**config.mk**
```make
export PLATFORM = sky130hd
export DESIGN_NAME = ppm_header_parser_core
export DESIGN_NICKNAME = d
export VERILOG_FILES = /design/src/design/ppmhp_pkg.sv /design/src/design/ppmhp_fifo.sv /design/src/design/ppmhp_front.sv /design/src/design/ppmhp_back.sv /design/src/design/ppmhp_header_parser_core.sv
export SDC_FILE = /design/constraint.sdc
export NUM_CORES = 1
export LEC_CHECK = 0
export ABC_CLOCK_PERIOD_IN_PS = 6400
export BUFFER_PORTS_ARGS = -buffer_cell sky130_fd_sc_hd__buf_2
export CAP_MARGIN = 20
export CORE_ASPECT_RATIO = 1.25
export CORE_MARGIN = 4
export CORE_UTILIZATION = 55
export DETAILED_ROUTE_END_ITERATION = 12
export PLACE_DENSITY = 0.74
export SETUP_SLACK_MARGIN = 0.2
export SYNTH_ARGS = -nofsm -noshare
export SYNTH_HDL_FRONTEND = slang
export SYNTH_HIERARCHICAL = 1
export SYNTH_SLANG_ARGS = --single-unit
```
**constraint.sdc**
```tcl
create_clock -name clk -period 6.4 [get_ports clk]
set_input_delay 1.28 -clock clk [delete_from_list [all_inputs] [get_ports clk]]
set_output_delay 1.28 -clock clk [all_outputs]
set_load 0.05 [all_outputs]
```
**src/design/ppmhp_pkg.sv**
```systemverilog
// Shared types, character codes and defaults for the PPM header parser.
package ppmhp_pkg;

  localparam int MAX_TOKEN_CHARS_DEF = 5;
  localparam int QUEUE_DEPTH_DEF     = 2;

  localparam int VALUE_W = 17;
  localparam int MAXV_W  = 16;

  localparam logic [7:0] CH_SPACE = 8'd32;
  localparam logic [7:0] CH_TAB   = 8'd9;
  localparam logic [7:0] CH_CR    = 8'd13;
  localparam logic [7:0] CH_LF    = 8'd10;
  localparam logic [7:0] CH_HASH  = 8'd35;
  localparam logic [7:0] CH_ZERO  = 8'd48;
  localparam logic [7:0] CH_NINE  = 8'd57;
  localparam logic [7:0] CH_P     = 8'd80;
  localparam logic [7:0] CH_SIX   = 8'd54;

  typedef enum logic [2:0] {
    ST_OK         = 3'd0,
    ST_BAD_MAGIC  = 3'd1,
    ST_BAD_WIDTH  = 3'd2,
    ST_BAD_HEIGHT = 3'd3,
    ST_BAD_MAXVAL = 3'd4,
    ST_TRUNCATED  = 3'd5
  } status_t;

  // One input byte together with its character class.
  typedef struct packed {
    logic [7:0] data;
    logic       is_final;
    logic       is_sep;
    logic       is_hash;
    logic       is_lf;
    logic       is_digit;
  } item_t;

  // One header report.
  typedef struct packed {
    status_t            status;
    logic [VALUE_W-1:0] width;
    logic [VALUE_W-1:0] height;
    logic [MAXV_W-1:0]  max_value;
    logic [7:0]         first_data_byte;
  } result_t;

endpackage

```
**src/design/ppmhp_fifo.sv**
```systemverilog
// Small synchronous queue of registers with full and empty flags.
module ppmhp_fifo
  import ppmhp_pkg::*;
#(
  parameter int  DEPTH = QUEUE_DEPTH_DEF,
  parameter type T     = item_t
) (
  input  logic clk,
  input  logic rst_n,
  input  logic push,
  input  T     wdata,
  output logic full,
  input  logic pop,
  output T     rdata,
  output logic empty
);

  localparam int PW = (DEPTH > 1) ? $clog2(DEPTH) : 1;
  localparam int CW = $clog2(DEPTH + 1);

  T               mem [DEPTH];
  logic [PW-1:0]  wr_ptr_r, wr_ptr_nxt;
  logic [PW-1:0]  rd_ptr_r, rd_ptr_nxt;
  logic [CW-1:0]  count_r, count_nxt;
  logic           do_push, do_pop;

  assign full    = (count_r == CW'(DEPTH));
  assign empty   = (count_r == '0);
  assign do_push = push && !full;
  assign do_pop  = pop && !empty;
  assign rdata   = mem[rd_ptr_r];

  always_comb begin
    wr_ptr_nxt = wr_ptr_r;
    rd_ptr_nxt = rd_ptr_r;
    count_nxt  = count_r;
    if (do_push) begin
      wr_ptr_nxt = (wr_ptr_r == PW'(DEPTH - 1)) ? '0 : wr_ptr_r + 1'b1;
    end
    if (do_pop) begin
      rd_ptr_nxt = (rd_ptr_r == PW'(DEPTH - 1)) ? '0 : rd_ptr_r + 1'b1;
    end
    if (do_push && !do_pop) begin
      count_nxt = count_r + 1'b1;
    end else if (do_pop && !do_push) begin
      count_nxt = count_r - 1'b1;
    end
  end

  always_ff @(posedge clk) begin
    if (!rst_n) begin
      wr_ptr_r <= '0;
      rd_ptr_r <= '0;
      count_r  <= '0;
    end else begin
      wr_ptr_r <= wr_ptr_nxt;
      rd_ptr_r <= rd_ptr_nxt;
      count_r  <= count_nxt;
    end
  end

  always_ff @(posedge clk) begin
    if (do_push) begin
      mem[wr_ptr_r] <= wdata;
    end
  end

endmodule

```
**src/design/ppmhp_front.sv**
```systemverilog
// Front end: classifies each incoming byte before it is queued.
module ppmhp_front
  import ppmhp_pkg::*;
(
  input  logic [7:0] data_byte,
  input  logic       is_final,
  output item_t      item
);

  always_comb begin
    item.data     = data_byte;
    item.is_final = is_final;
    item.is_hash  = (data_byte == CH_HASH);
    item.is_lf    = (data_byte == CH_LF);
    item.is_sep   = (data_byte == CH_SPACE) || (data_byte == CH_TAB) ||
                    (data_byte == CH_CR) || (data_byte == CH_LF) ||
                    (data_byte == CH_HASH);
    item.is_digit = (data_byte >= CH_ZERO) && (data_byte <= CH_NINE);
  end

endmodule

```
**src/design/ppmhp_back.sv**
```systemverilog
// Back end: header parse state machine, one classified byte per cycle while the result queue has room.
module ppmhp_back
  import ppmhp_pkg::*;
#(
  parameter int MAX_TOKEN_CHARS = MAX_TOKEN_CHARS_DEF
) (
  input  logic    clk,
  input  logic    rst_n,
  input  logic    item_valid,
  input  item_t   item,
  output logic    item_pop,
  input  logic    res_full,
  output logic    res_push,
  output result_t res
);

  localparam int LW = $clog2(MAX_TOKEN_CHARS + 1);

  typedef enum logic [2:0] {
    PH_MAGIC, PH_WIDTH, PH_HEIGHT, PH_MAXVAL, PH_DATA, PH_DONE
  } phase_t;

  phase_t             phase_r, phase_nxt;
  logic               in_comment_r, in_comment_nxt;
  logic               in_sep_r, in_sep_nxt;
  logic [LW-1:0]      tok_len_r, tok_len_nxt;
  logic [VALUE_W-1:0] tok_val_r, tok_val_nxt;
  logic               tok_bad_r, tok_bad_nxt;
  logic [VALUE_W-1:0] saved_w_r, saved_w_nxt;
  logic [VALUE_W-1:0] saved_h_r, saved_h_nxt;
  logic [VALUE_W+3:0] mac;
  logic               step;

  // Decimal accumulate: value * 10 + digit, wide enough to detect overflow.
  assign mac = {tok_val_r, 3'b000} + {2'b00, tok_val_r, 1'b0} +
               {{(VALUE_W){1'b0}}, item.data[3:0]};

  assign step     = item_valid && !res_full;
  assign item_pop = step;

  always_comb begin
    logic active;
    logic tok_phase;
    logic ok;
    active         = 1'b0;
    tok_phase      = 1'b0;
    ok             = 1'b0;
    phase_nxt      = phase_r;
    in_comment_nxt = in_comment_r;
    in_sep_nxt     = in_sep_r;
    tok_len_nxt    = tok_len_r;
    tok_val_nxt    = tok_val_r;
    tok_bad_nxt    = tok_bad_r;
    saved_w_nxt    = saved_w_r;
    saved_h_nxt    = saved_h_r;
    res_push       = 1'b0;
    res            = '0;

    if (step) begin
      active    = (phase_r != PH_DONE);
      tok_phase = (phase_r == PH_MAGIC) || (phase_r == PH_WIDTH) ||
                  (phase_r == PH_HEIGHT) || (phase_r == PH_MAXVAL);
      if (active) begin
        if (in_comment_r) begin
          if (item.is_lf) begin
            in_comment_nxt = 1'b0;
          end
        end else if (item.is_sep) begin
          if (item.is_hash) begin
            in_comment_nxt = 1'b1;
          end
          if (tok_phase && !in_sep_r) begin
            // Close the current token.
            ok = !tok_bad_r;
            if (phase_r == PH_MAGIC && tok_len_r != LW'(2)) begin
              ok = 1'b0;
            end
            if (phase_r == PH_MAXVAL && tok_val_r[VALUE_W-1]) begin
              ok = 1'b0;
            end
            if (!ok) begin
              res_push = 1'b1;
              unique case (phase_r)
                PH_MAGIC:  res.status = ST_BAD_MAGIC;
                PH_WIDTH:  res.status = ST_BAD_WIDTH;
                PH_HEIGHT: res.status = ST_BAD_HEIGHT;
                default:   res.status = ST_BAD_MAXVAL;
              endcase
              phase_nxt = PH_DONE;
            end else begin
              if (phase_r == PH_WIDTH) begin
                saved_w_nxt = tok_val_r;
              end
              if (phase_r == PH_HEIGHT) begin
                saved_h_nxt = tok_val_r;
              end
              if (phase_r != PH_MAXVAL) begin
                tok_val_nxt = '0;
              end
              tok_len_nxt = '0;
              tok_bad_nxt = 1'b0;
              unique case (phase_r)
                PH_MAGIC:  phase_nxt = PH_WIDTH;
                PH_WIDTH:  phase_nxt = PH_HEIGHT;
                PH_HEIGHT: phase_nxt = PH_MAXVAL;
                default:   phase_nxt = PH_DATA;
              endcase
            end
          end
          in_sep_nxt = 1'b1;
        end else if (phase_r == PH_DATA) begin
          res_push              = 1'b1;
          res.status            = ST_OK;
          res.width             = saved_w_r;
          res.height            = saved_h_r;
          res.max_value         = tok_val_r[MAXV_W-1:0];
          res.first_data_byte   = item.data;
          phase_nxt             = PH_DONE;
        end else begin
          in_sep_nxt = 1'b0;
          if (tok_len_r >= LW'(MAX_TOKEN_CHARS)) begin
            tok_bad_nxt = 1'b1;
          end else begin
            if (phase_r == PH_MAGIC) begin
              if (tok_len_r >= LW'(2) ||
                  item.data != ((tok_len_r == '0) ? CH_P : CH_SIX)) begin
                tok_bad_nxt = 1'b1;
              end
            end else if (!item.is_digit) begin
              tok_bad_nxt = 1'b1;
            end else if (!tok_bad_r) begin
              if (mac[VALUE_W+3:VALUE_W] != '0) begin
                tok_bad_nxt = 1'b1;
              end else begin
                tok_val_nxt = mac[VALUE_W-1:0];
              end
            end
            tok_len_nxt = tok_len_r + 1'b1;
          end
        end
      end

      if (item.is_final) begin
        // End of file: report truncation if nothing was reported yet.
        if (!res_push && active) begin
          res_push   = 1'b1;
          res        = '0;
          res.status = ST_TRUNCATED;
        end
        phase_nxt      = PH_MAGIC;
        in_comment_nxt = 1'b0;
        in_sep_nxt     = 1'b0;
        tok_len_nxt    = '0;
        tok_val_nxt    = '0;
        tok_bad_nxt    = 1'b0;
        saved_w_nxt    = '0;
        saved_h_nxt    = '0;
      end
    end
  end

  always_ff @(posedge clk) begin
    if (!rst_n) begin
      phase_r      <= PH_MAGIC;
      in_comment_r <= 1'b0;
      in_sep_r     <= 1'b0;
      tok_len_r    <= '0;
      tok_val_r    <= '0;
      tok_bad_r    <= 1'b0;
      saved_w_r    <= '0;
      saved_h_r    <= '0;
    end else begin
      phase_r      <= phase_nxt;
      in_comment_r <= in_comment_nxt;
      in_sep_r     <= in_sep_nxt;
      tok_len_r    <= tok_len_nxt;
      tok_val_r    <= tok_val_nxt;
      tok_bad_r    <= tok_bad_nxt;
      saved_w_r    <= saved_w_nxt;
      saved_h_r    <= saved_h_nxt;
    end
  end

endmodule

```
**src/design/ppmhp_header_parser_core.sv**
```systemverilog
// Top level of the binary PPM header parser: front end, queues and back end.
//
// Channel   Direction  Handshake          Payload
// in_*      input      in_push / in_full   in_data_byte, in_is_final
// out_*     output     out_pop / out_empty out_status, out_width, out_height,
//                                          out_max_value, out_first_data_byte
//
// The block takes one byte request per clock cycle, sustained while in_full is low.
// A result is written into the result queue when the back end takes the byte causing
// it from the byte queue, which registers every byte; the result queue reads out
// directly, so a result at its head is on the out_* ports right after the write.
// Reset (rst_n low, synchronous) empties both queues and returns the parser to
// the start of a file.
// When the result queue fills, the back end holds; the byte queue then fills
// and in_full rises, so no request is ever dropped.
module ppm_header_parser_core
  import ppmhp_pkg::*;
#(
  parameter int MAX_TOKEN_CHARS = MAX_TOKEN_CHARS_DEF,
  parameter int QUEUE_DEPTH     = QUEUE_DEPTH_DEF
) (
  input  logic               clk,
  input  logic               rst_n,
  input  logic               in_push,
  output logic               in_full,
  input  logic [7:0]         in_data_byte,
  input  logic               in_is_final,
  output logic               out_empty,
  input  logic               out_pop,
  output logic [2:0]         out_status,
  output logic [VALUE_W-1:0] out_width,
  output logic [VALUE_W-1:0] out_height,
  output logic [MAXV_W-1:0]  out_max_value,
  output logic [7:0]         out_first_data_byte
);

  item_t   in_item;
  item_t   q_item;
  logic    q_empty;
  logic    q_pop;
  logic    res_full;
  logic    res_push;
  result_t res;
  result_t out_res;

  // Classify the byte on the way in; the class bits travel with it.
  ppmhp_front u_front (
    .data_byte (in_data_byte),
    .is_final  (in_is_final),
    .item      (in_item)
  );

  // Byte queue between the front and the back end.
  ppmhp_fifo #(
    .DEPTH (QUEUE_DEPTH),
    .T     (item_t)
  ) u_item_q (
    .clk   (clk),
    .rst_n (rst_n),
    .push  (in_push),
    .wdata (in_item),
    .full  (in_full),
    .pop   (q_pop),
    .rdata (q_item),
    .empty (q_empty)
  );

  // The parse itself: one queued byte per cycle while the result queue has room.
  ppmhp_back #(
    .MAX_TOKEN_CHARS (MAX_TOKEN_CHARS)
  ) u_back (
    .clk        (clk),
    .rst_n      (rst_n),
    .item_valid (!q_empty),
    .item       (q_item),
    .item_pop   (q_pop),
    .res_full   (res_full),
    .res_push   (res_push),
    .res        (res)
  );

  // Result queue; it decouples the parser from the consumer's pop timing.
  ppmhp_fifo #(
    .DEPTH (QUEUE_DEPTH),
    .T     (result_t)
  ) u_res_q (
    .clk   (clk),
    .rst_n (rst_n),
    .push  (res_push),
    .wdata (res),
    .full  (res_full),
    .pop   (out_pop),
    .rdata (out_res),
    .empty (out_empty)
  );

  assign out_status          = out_res.status;
  assign out_width           = out_res.width;
  assign out_height          = out_res.height;
  assign out_max_value       = out_res.max_value;
  assign out_first_data_byte = out_res.first_data_byte;

endmodule

```
==> results of run 1 <==
power breakdown:
part / total (W) / internal, W / switching (W)
clock: 0.00123 / 0.000730 / 0.000504
sequential: 0.00193 / 0.00183 / 0.000108
combinational: 0.00203 / 0.000579 / 0.00145
synth_stat cells, drive strengths merged, types with 8 or more instances:
| cell type | n | area, sq um |
|---|---|---|
| nand3 | 23 | 115.1 |
| nor3 | 13 | 75.07 |
| xor2 | 9 | 78.83 |
| xnor2 | 11 | 96.34 |
| nand2 | 27 | 101.4 |
| inv | 21 | 78.83 |
| mux2 | 75 | 844.6 |
| dfxtp | 70 | 1401 |
| ha | 39 | 488.0 |
| o21ai | 39 | 232.7 |
| nor2 | 32 | 122.6 |
| a21boi | 8 | 60.05 |
| nor2b | 55 | 344.1 |
| and2 | 65 | 406.6 |
| clkbuf | 16 | 60.06 |
| buf | 25 | 185.2 |
| mux2i | 35 | 350.3 |
| edfxtp | 148 | 4444 |
| a21oi | 18 | 93.84 |
area by class of cell:
cell class                      instances  area (sq um)  area share
Tap cell                              228         285.3     0.02471
Multi-Input combinational cell        541          4193      0.3632
Clock inverter                          8         71.32    0.006178
Clock buffer                           30         631.9     0.05474
Timing Repair Buffer                   81         436.7     0.03783
Sequential cell                       218          5847      0.5065
Inverter                               21         78.83    0.006829
per-layer routing:
metal | GRT usage | routed length [microns] | vias to the layer above
li1 | - | - | 3114
met1 | 0.2585 | 9104 | 3073
met2 | 0.3593 | 10770 | 121
met3 | 0.02514 | 811 | 12
met4 | 0.03508 | 168 | 0
met5 | 0 | 0 | -
cell families after synthesis:
family / count (synthesis) / share of synthesized area
compound gates: 108 / 0.07485
flops: 218 / 0.5649
mux: 110 / 0.1155
simple gates: 262 / 0.1455
fa+ha+maj: 41 / 0.05103
xor+xnor: 20 / 0.01693
buf+inv: 62 / 0.03132
state kept, by name, indices dropped and copies added (netlist names), named ones only:
signal	count
u_back/phase_r	3
u_back/tok_len_r	3
u_item_q/wr_ptr_r	1
u_res_q/wr_ptr_r	1
u_back/in_comment_r	1
u_back/saved_w_r	17
u_back/tok_val_r	17
u_back/in_sep_r	1
u_item_q/rd_ptr_r	1
u_res_q/rd_ptr_r	1
u_back/tok_bad_r	1
u_res_q/count_r	2
u_item_q/mem	26
u_item_q/count_r	2
u_res_q/mem	122
u_back/saved_h_r	17
per-stage QoR:
step                cell area (sq um)  total power (W)  setup WS [ns]  hold slack (ns)  std cells
floorplan                       10350         0.003573          1.530           0.4675        821
global placement                10810         0.003964          2.070           0.4828       1087
detailed placement              10810         0.004006          1.902           0.4883       1087
CTS                             11510         0.005243          1.888           0.4971       1125
global route                    11540         0.005445          1.638           0.5144       1127
finish                          11540         0.005197          1.948           0.4963       1127
critical path: stages (launching register included):
cell,delay [ns]
dfxtp_1,0.67
mux2_2,0.28
inv_1,0.07
fa_1,0.59
inv_1,0.06
ha_1,0.31
a211oi_2,0.28
o21ai_0,0.12
nor3b_1,0.16
a2111oi_0,0.42
a311o_2,0.20
nand4_1,0.11
or3_1,0.72
o31ai_2,0.35
worst paths after layout:
check	start	end	cells past startpoint
setup / recovery	register	u_back/tok_val_r[5]$_SDFFE_PN0P_	13
hold reg to reg	u_back/tok_val_r[0]$_SDFFE_PN0P_	u_back/tok_val_r[0]$_SDFFE_PN0P_	2
setup reg to reg	register	u_back/tok_val_r[5]$_SDFFE_PN0P_	13
hold / removal	u_back/tok_val_r[0]$_SDFFE_PN0P_	u_back/tok_val_r[0]$_SDFFE_PN0P_	2
==> results.cfg, run 1 <==
[synthesis]
synth_edf_count = 148
ys_seq_area_frac = 0.5649
yosysUniqueCellTypes = 73
synth_ff_type = edfxtp_1
postSynthCellCount = 821
syn_area_sq_um = 10350
syn_nets = 875
async_flop_share = 0
synth.ff_latch_count = 218
yosysWarnings = 6
syn_avg_cell_area_sq_um = 12.60

[global_route]
grt_pass1_wl_microns = 33790
grt_pass1_vias = 6523
grt_start_max_net_pins = 70
overflow = 0
antenna_found_initial = 0
grt_util_all_layers = 0.1993

[routing]
routedWlPerCell_microns = 18.50
wl_microns = 20850
vias = 6320
ant_nets = 0
drt-initial-drc-count = 296
first_pass_iters = 5
viasPerCell = 5.608
drc = 0

[floorplanning]
die_w_microns = 130.7
coreArea_sq_um = 18310
die_area_sq_um = 21090
boundaryPins = 76
start_util = 0.5653
die_height_microns = 161.4
row_count = 55

[clock_tree]
clockRootBuffer = clkbuf_16
cts_tree = done
cts.sinks = 218
cts_buffer_depth = 3
htreeDepth = 1
post_cts_buffers = 0
path_clk_slew_ns = 0.07
ctsHoldBuffers = 0
cts_buffers = 21
cts_resized = 0
clk_latency_ns = 0.49

[outcome]
outcome = finished clean

[final_layout]
mostFrequentLayoutCell = edfxtp_1
num_antenna_cells = 0
final_nets = 938
syn2layout_area_growth_pct = 11.56
drive_gt1_frac = 0.2458
fillers = 1387
utilization = 0.6306
most-common-layout-cells = edfxtp_1, buf_2, mux2_2

[setup_path]
critPathRequiredTime_ns = 6.80
worstSetupPathType = register to register
start_kind = register
cp-end-kind = register
cp_max_fo = 17
cp.arrival_ns = 4.85
rrSetupSlack_ns = 1.95

[power]
ir_drop_uv = 476.3
power_density_nw_per_um2 = 450.2
p_leak_nw = 4.262

[sta]
max_freq_ghz = 0.2246
hold_viol = 0
worst_pin_slew_ns = 1.137
period_share = 0.6956
grt_setup_unrepaired = no
skew_ns = 0.01489
setup_tns_ns = 0
min_period_ns = 4.452
setup_viol = 0
relSlewSlack = 0.2412
slew_violations = 0

[placed_design]
dp_hpwl_microns = 14540
routabilityCongestion = 0.8994
port_buffers = 75

[run]
drv_cap = 0

[worst_hold_path]
hold_class = register to register
Power figures use the tool's default switching activity.
==> inputs of run 2 (changes only) <==
--- a/config.mk
+++ b/config.mk
@@ -5,7 +5,7 @@
 export SDC_FILE = /design/constraint.sdc
 export NUM_CORES = 1
 export LEC_CHECK = 0
-export ABC_CLOCK_PERIOD_IN_PS = 6400
+export ABC_CLOCK_PERIOD_IN_PS = 4100
 export BUFFER_PORTS_ARGS = -buffer_cell sky130_fd_sc_hd__buf_2
 export CAP_MARGIN = 20
 export CORE_ASPECT_RATIO = 1.25
==> constraint.sdc (replaced) <==
create_clock -name clk -period 4.1 [get_ports clk]
set_input_delay 0.82 -clock clk [delete_from_list [all_inputs] [get_ports clk]]
set_output_delay 0.82 -clock clk [all_outputs]
set_load 0.05 [all_outputs]
==> results.cfg, run 2 (synthesis gave the netlist of run 1 again) <==
[placed_design]
dp.cells = 1095
port_buffers = 75
placed_area_sq_um = 10890
dp_hpwl_microns = 14890
routabilityCongestion = 0.9335

[sta]
setup_tns_ns = 0
min_period_ns = 3.745
hold_viol = 0
relSlewSlack = 0.5290
grt_setup_unrepaired = no
worst_pin_slew_ns = 0.7005
hold_slack_ns = 0.4882
period_share = 0.9133
skew_ns = 0.02928
slew_violations = 0
max_freq_ghz = 0.2671
setup_viol = 0

[final_layout]
most-common-layout-cells = edfxtp_1, buf_2, mux2_2
final_cells = 1140
fillers = 1395
drive_gt1_frac = 0.2610
largest_reg_flops = 122
reg_top3 = u_res_q/mem: 122 flops, u_item_q/mem: 26 flops
final_nets = 950
multiInputGateArea_sq_um = 4194
largest_register = u_res_q/mem
syn2layout_area_growth_pct = 12.50
regArea_sq_um = 5851
num_antenna_cells = 0
mostFrequentLayoutCell = edfxtp_1
fin_area_sq_um = 11640

[clock_tree]
cts_tree = done
path_clk_slew_ns = 0.06
cts_buffers = 22
cts_buffer_depth = 3
ctsHoldBuffers = 0
clockRootBuffer = clkbuf_16
htreeDepth = 1
clk_latency_ns = 0.51
cts.sinks = 218

[routing]
viasPerCell = 5.677
routedWlPerCell_microns = 18.50
wl_microns = 21090
drc = 0
ant_nets = 0
drt-initial-drc-count = 376
first_pass_iters = 5
vias = 6472

[setup_path]
start_kind = register
cp.arrival_ns = 4.15
r2r_end = u_back/tok_val_r[5]$_SDFFE_PN0P_
crit_path_max_incr_delay_ns = 0.49
timing.critical_path.cells = mux2_2 > inv_1 > fa_1 > fa_1 > nor2b_1 > o2111ai_1 > a211oi_2 > o21ai_0 > o211ai_2 > nand4_1 > or3_4 > buf_4 > o31ai_2
rrSetupSlack_ns = 0.36
cp_max_fo = 6
worstSetupPathType = register to register
cp-end-kind = register
crit_top_cell = fa_1
critPathRequiredTime_ns = 4.51
r2r_cells = 13
crit_path_end = u_back/tok_val_r[5]$_SDFFE_PN0P_
crit_slowest_cell = fa_1

[power]
ir_drop_uv = 619.8
p_leak_nw = 4.312
power_density_nw_per_um2 = 699.6
finalPower_w = 0.008145

[worst_hold_path]
hold_class = register to register

[global_route]
overflow = 0
grt_pass1_vias = 6594
antenna_found_initial = 0
grt_start_max_net_pins = 69
grt_util_all_layers = 0.2024
grt_pass1_wl_microns = 34170

[run]
drv_cap = 0

[floorplanning]
die_area_sq_um = 21090
boundaryPins = 76
start_util = 0.5653
die_w_microns = 130.7
coreArea_sq_um = 18310
die_height_microns = 161.4
row_count = 55

[outcome]
outcome = finished clean
==> run 2: cell types whose count changed in the layout (fill, tap and decap cells not counted), moves of 2 or more <==
| cell | change |
|---|---|
| clkbuf_1 | -2 |
| o21ai_1 | +2 |
| o21ai_0 | -2 |
| clkbuf_8 | -3 |
| clkinv_8 | +2 |
| clkinvlp_4 | +2 |
| buf_4 | +9 |
| clkinv_2 | +4 |
==> run 2: report_power, final <==
part | switching, W | internal (W)
logic | 0.00229 | 0.000943
clock network | 0.000840 | 0.00106
registers | 0.000153 | 0.00285
==> run 2: area by class of cell <==
cell class,count,area share
Clock buffer,24,0.04794
Timing Repair Buffer,92,0.04600
Multi-Input combinational cell,541,0.3603
Clock inverter,16,0.01193
Tap cell,228,0.02451
Inverter,21,0.006771
Sequential cell,218,0.5026
==> run 2: what timing repair did <==
action,in CTS,in global routing
setup buffers,0,4
setup endpoints to repair,6,14
gates resized for setup,1,6
pin swaps,0,5
==> run 2: worst min-delay path by stage <==
| stage | startpoint | endpoint | slack, ns | depth (start not counted) |
|---|---|---|---|---|
| final | u_back/tok_val_r[0]$_SDFFE_PN0P_ | u_back/tok_val_r[0]$_SDFFE_PN0P_ | 0.49 | 2 |
| after global routing | in_is_final | u_item_q/mem[0][4]$_DFFE_PP_ | 0.49 | 1 |
| after CTS | in_is_final | u_item_q/mem[0][4]$_DFFE_PP_ | 0.49 | 1 |
| after detailed placement | u_back/tok_val_r[0]$_SDFFE_PN0P_ | u_back/tok_val_r[0]$_SDFFE_PN0P_ | 0.48 | 2 |
| after global placement | u_back/tok_val_r[0]$_SDFFE_PN0P_ | u_back/tok_val_r[0]$_SDFFE_PN0P_ | 0.48 | 2 |
| after floorplan | u_back/tok_val_r[0]$_SDFFE_PN0P_ | u_back/tok_val_r[0]$_SDFFE_PN0P_ | 0.47 | 2 |
==> run 2: metal layers <==
metal,vias up,global-route usage,wire length (microns)
met1,3167,0.2576,8918
li1,3136,-,-
met4,0,0.06361,582
met3,37,0.02878,878
met5,-,0,0
met2,132,0.3539,10710
==> run 2: through the flow <==
step	setup slack, ns	utilization
floorplan	0.2440	-
global placement	0.2873	0.5949
detailed placement	0.2061	0.5949
CTS	0.2545	0.6332
global route	0.1898	0.6360
finish	0.3554	0.6360
==> run 2: critical path: cells and delay by family, from the launching register on <==
family                   cells  cell delay, ns
AO/OA/AOI/OAI                5            0.97
multiplexers                 1            0.35
flip-flops                   1            0.36
adder cells (fa/ha/maj)      2            0.95
buffers and inverters        2            0.25
AND/OR/NAND/NOR              3            0.76
==> inputs of run 3 (changes only) <==
==> constraint.sdc (replaced) <==
create_clock -name clk -period 4.1 [get_ports clk]
set_input_delay 0.82 -clock clk [delete_from_list [all_inputs] [get_ports clk]]
set_output_delay 0.82 -clock clk [all_outputs]
set_load 0.1 [all_outputs]
==> results.cfg, run 3 (synthesis gave the netlist of run 1 again) <==
[placed_design]
routabilityCongestion = 0.9158
dp_hpwl_microns = 14940
port_buffers = 75

[clock_tree]
cts_buffers = 23
ctsHoldBuffers = 0
cts_buffer_depth = 3
cts.sinks = 218
cts_tree = done
clk_latency_ns = 0.51
clockRootBuffer = clkbuf_16
path_clk_slew_ns = 0.06
htreeDepth = 1

[final_layout]
reg_top3 = u_res_q/mem: 122 flops, u_item_q/mem: 26 flops
final_nets = 951
syn2layout_area_growth_pct = 13.00
drive_gt1_frac = 0.2582
most-common-layout-cells = edfxtp_1, buf_2, mux2_2
num_antenna_cells = 0
mostFrequentLayoutCell = edfxtp_1
largest_register = u_res_q/mem
fillers = 1390
largest_reg_flops = 122
multiInputGateArea_sq_um = 4203
regArea_sq_um = 5848

[global_route]
grt_util_all_layers = 0.2057
grt_pass1_vias = 6780
grt_pass1_wl_microns = 34530
overflow = 0
antenna_found_initial = 0
grt_start_max_net_pins = 69

[sta]
grt_setup_unrepaired = no
setup_viol = 0
max_freq_ghz = 0.2690
worst_pin_slew_ns = 0.6784
skew_ns = 0.02017
min_period_ns = 3.717
relSlewSlack = 0.5477
period_share = 0.9066
setup_tns_ns = 0
slew_violations = 0
hold_viol = 0

[setup_path]
critPathRequiredTime_ns = 4.51
cp-end-kind = register
rrSetupSlack_ns = 0.38
worstSetupPathType = register to register
start_kind = register
cp.arrival_ns = 4.12
cp_max_fo = 6

[floorplanning]
die_area_sq_um = 21090
die_height_microns = 161.4
coreArea_sq_um = 18310
start_util = 0.5653
boundaryPins = 76
die_w_microns = 130.7
row_count = 55

[routing]
drc = 0
drt-initial-drc-count = 326
ant_nets = 0
viasPerCell = 5.660
first_pass_iters = 4
routedWlPerCell_microns = 18.95
wl_microns = 21650
vias = 6464

[worst_hold_path]
hold_class = register to register

[outcome]
outcome = finished clean

[run]
drv_cap = 0
run 3: cell type report:
type                       instances  area share
tap                              228     0.02440
sequential                       218      0.5002
timing repair buffer              92     0.04687
clock inverter                     9    0.009096
clock buffer                      33     0.05329
multi-input combinational        541      0.3594
inverter                          21    0.006742
run 3: critical path, cell delays in order, from the launching register on:
cell and delay [ns]:
dfxtp_2 0.36, mux2_2 0.35, inv_1 0.10, fa_1 0.47, inv_1 0.08, ha_1 0.25, a211oi_2 0.26, o21ai_0 0.12
nor3b_1 0.16, a2111oi_1 0.34, a311o_2 0.19, nand4_1 0.12, or3_4 0.45, buf_4 0.16, o31ai_2 0.21
run 3: worst paths after layout:
check,cells after the start,startpoint,endpoint
worst max-delay path,14,register,u_back/tok_val_r[5]$_SDFFE_PN0P_
worst min-delay path,2,u_back/tok_val_r[2]$_SDFFE_PN0P_,u_back/tok_val_r[2]$_SDFFE_PN0P_
worst max register to register,14,register,u_back/tok_val_r[5]$_SDFFE_PN0P_
worst min register to register,2,u_back/tok_val_r[2]$_SDFFE_PN0P_,u_back/tok_val_r[2]$_SDFFE_PN0P_
run 3: routing by layer:
metal / up-vias / global-route usage / share of wire / wire length, microns
met2: 132 / 0.3634 / 0.51 / 11050
met3: 43 / 0.02977 / 0.047 / 1021
met5: - / 0 / 0 / 0
met4: 0 / 0.07390 / 0.032 / 694
li1: 3136 / - / - / -
met1: 3153 / 0.2534 / 0.41 / 8885
run 3: metrics by stage:
stage               hold slack, ns  instance area [sq um]  setup WS, ns  cells    util
floorplan                   0.4675                  10360        0.2440    821       -
global placement            0.4801                  10890        0.2895   1094  0.5951
detailed placement          0.4846                  10890        0.1788   1094  0.5951
CTS                         0.4934                  11630        0.2630   1136  0.6353
global route                0.5021                  11690        0.1879   1142  0.6388
finish                      0.4905                  11690        0.3830   1142  0.6388
run 3: timing repair:
| action | CTS | global route |
|---|---|---|
| endpoints found under the setup margin | 4 | 13 |
| hold endpoints to repair | 0 | 0 |
| buffers inserted | 0 | 5 |
| gates resized for setup | 1 | 8 |
| pin swaps | 0 | 6 |
Power of run 3 is left out: the tool's default activity adds up to more than one toggle a clock period on the data nets, which glitch-free logic cannot reach.
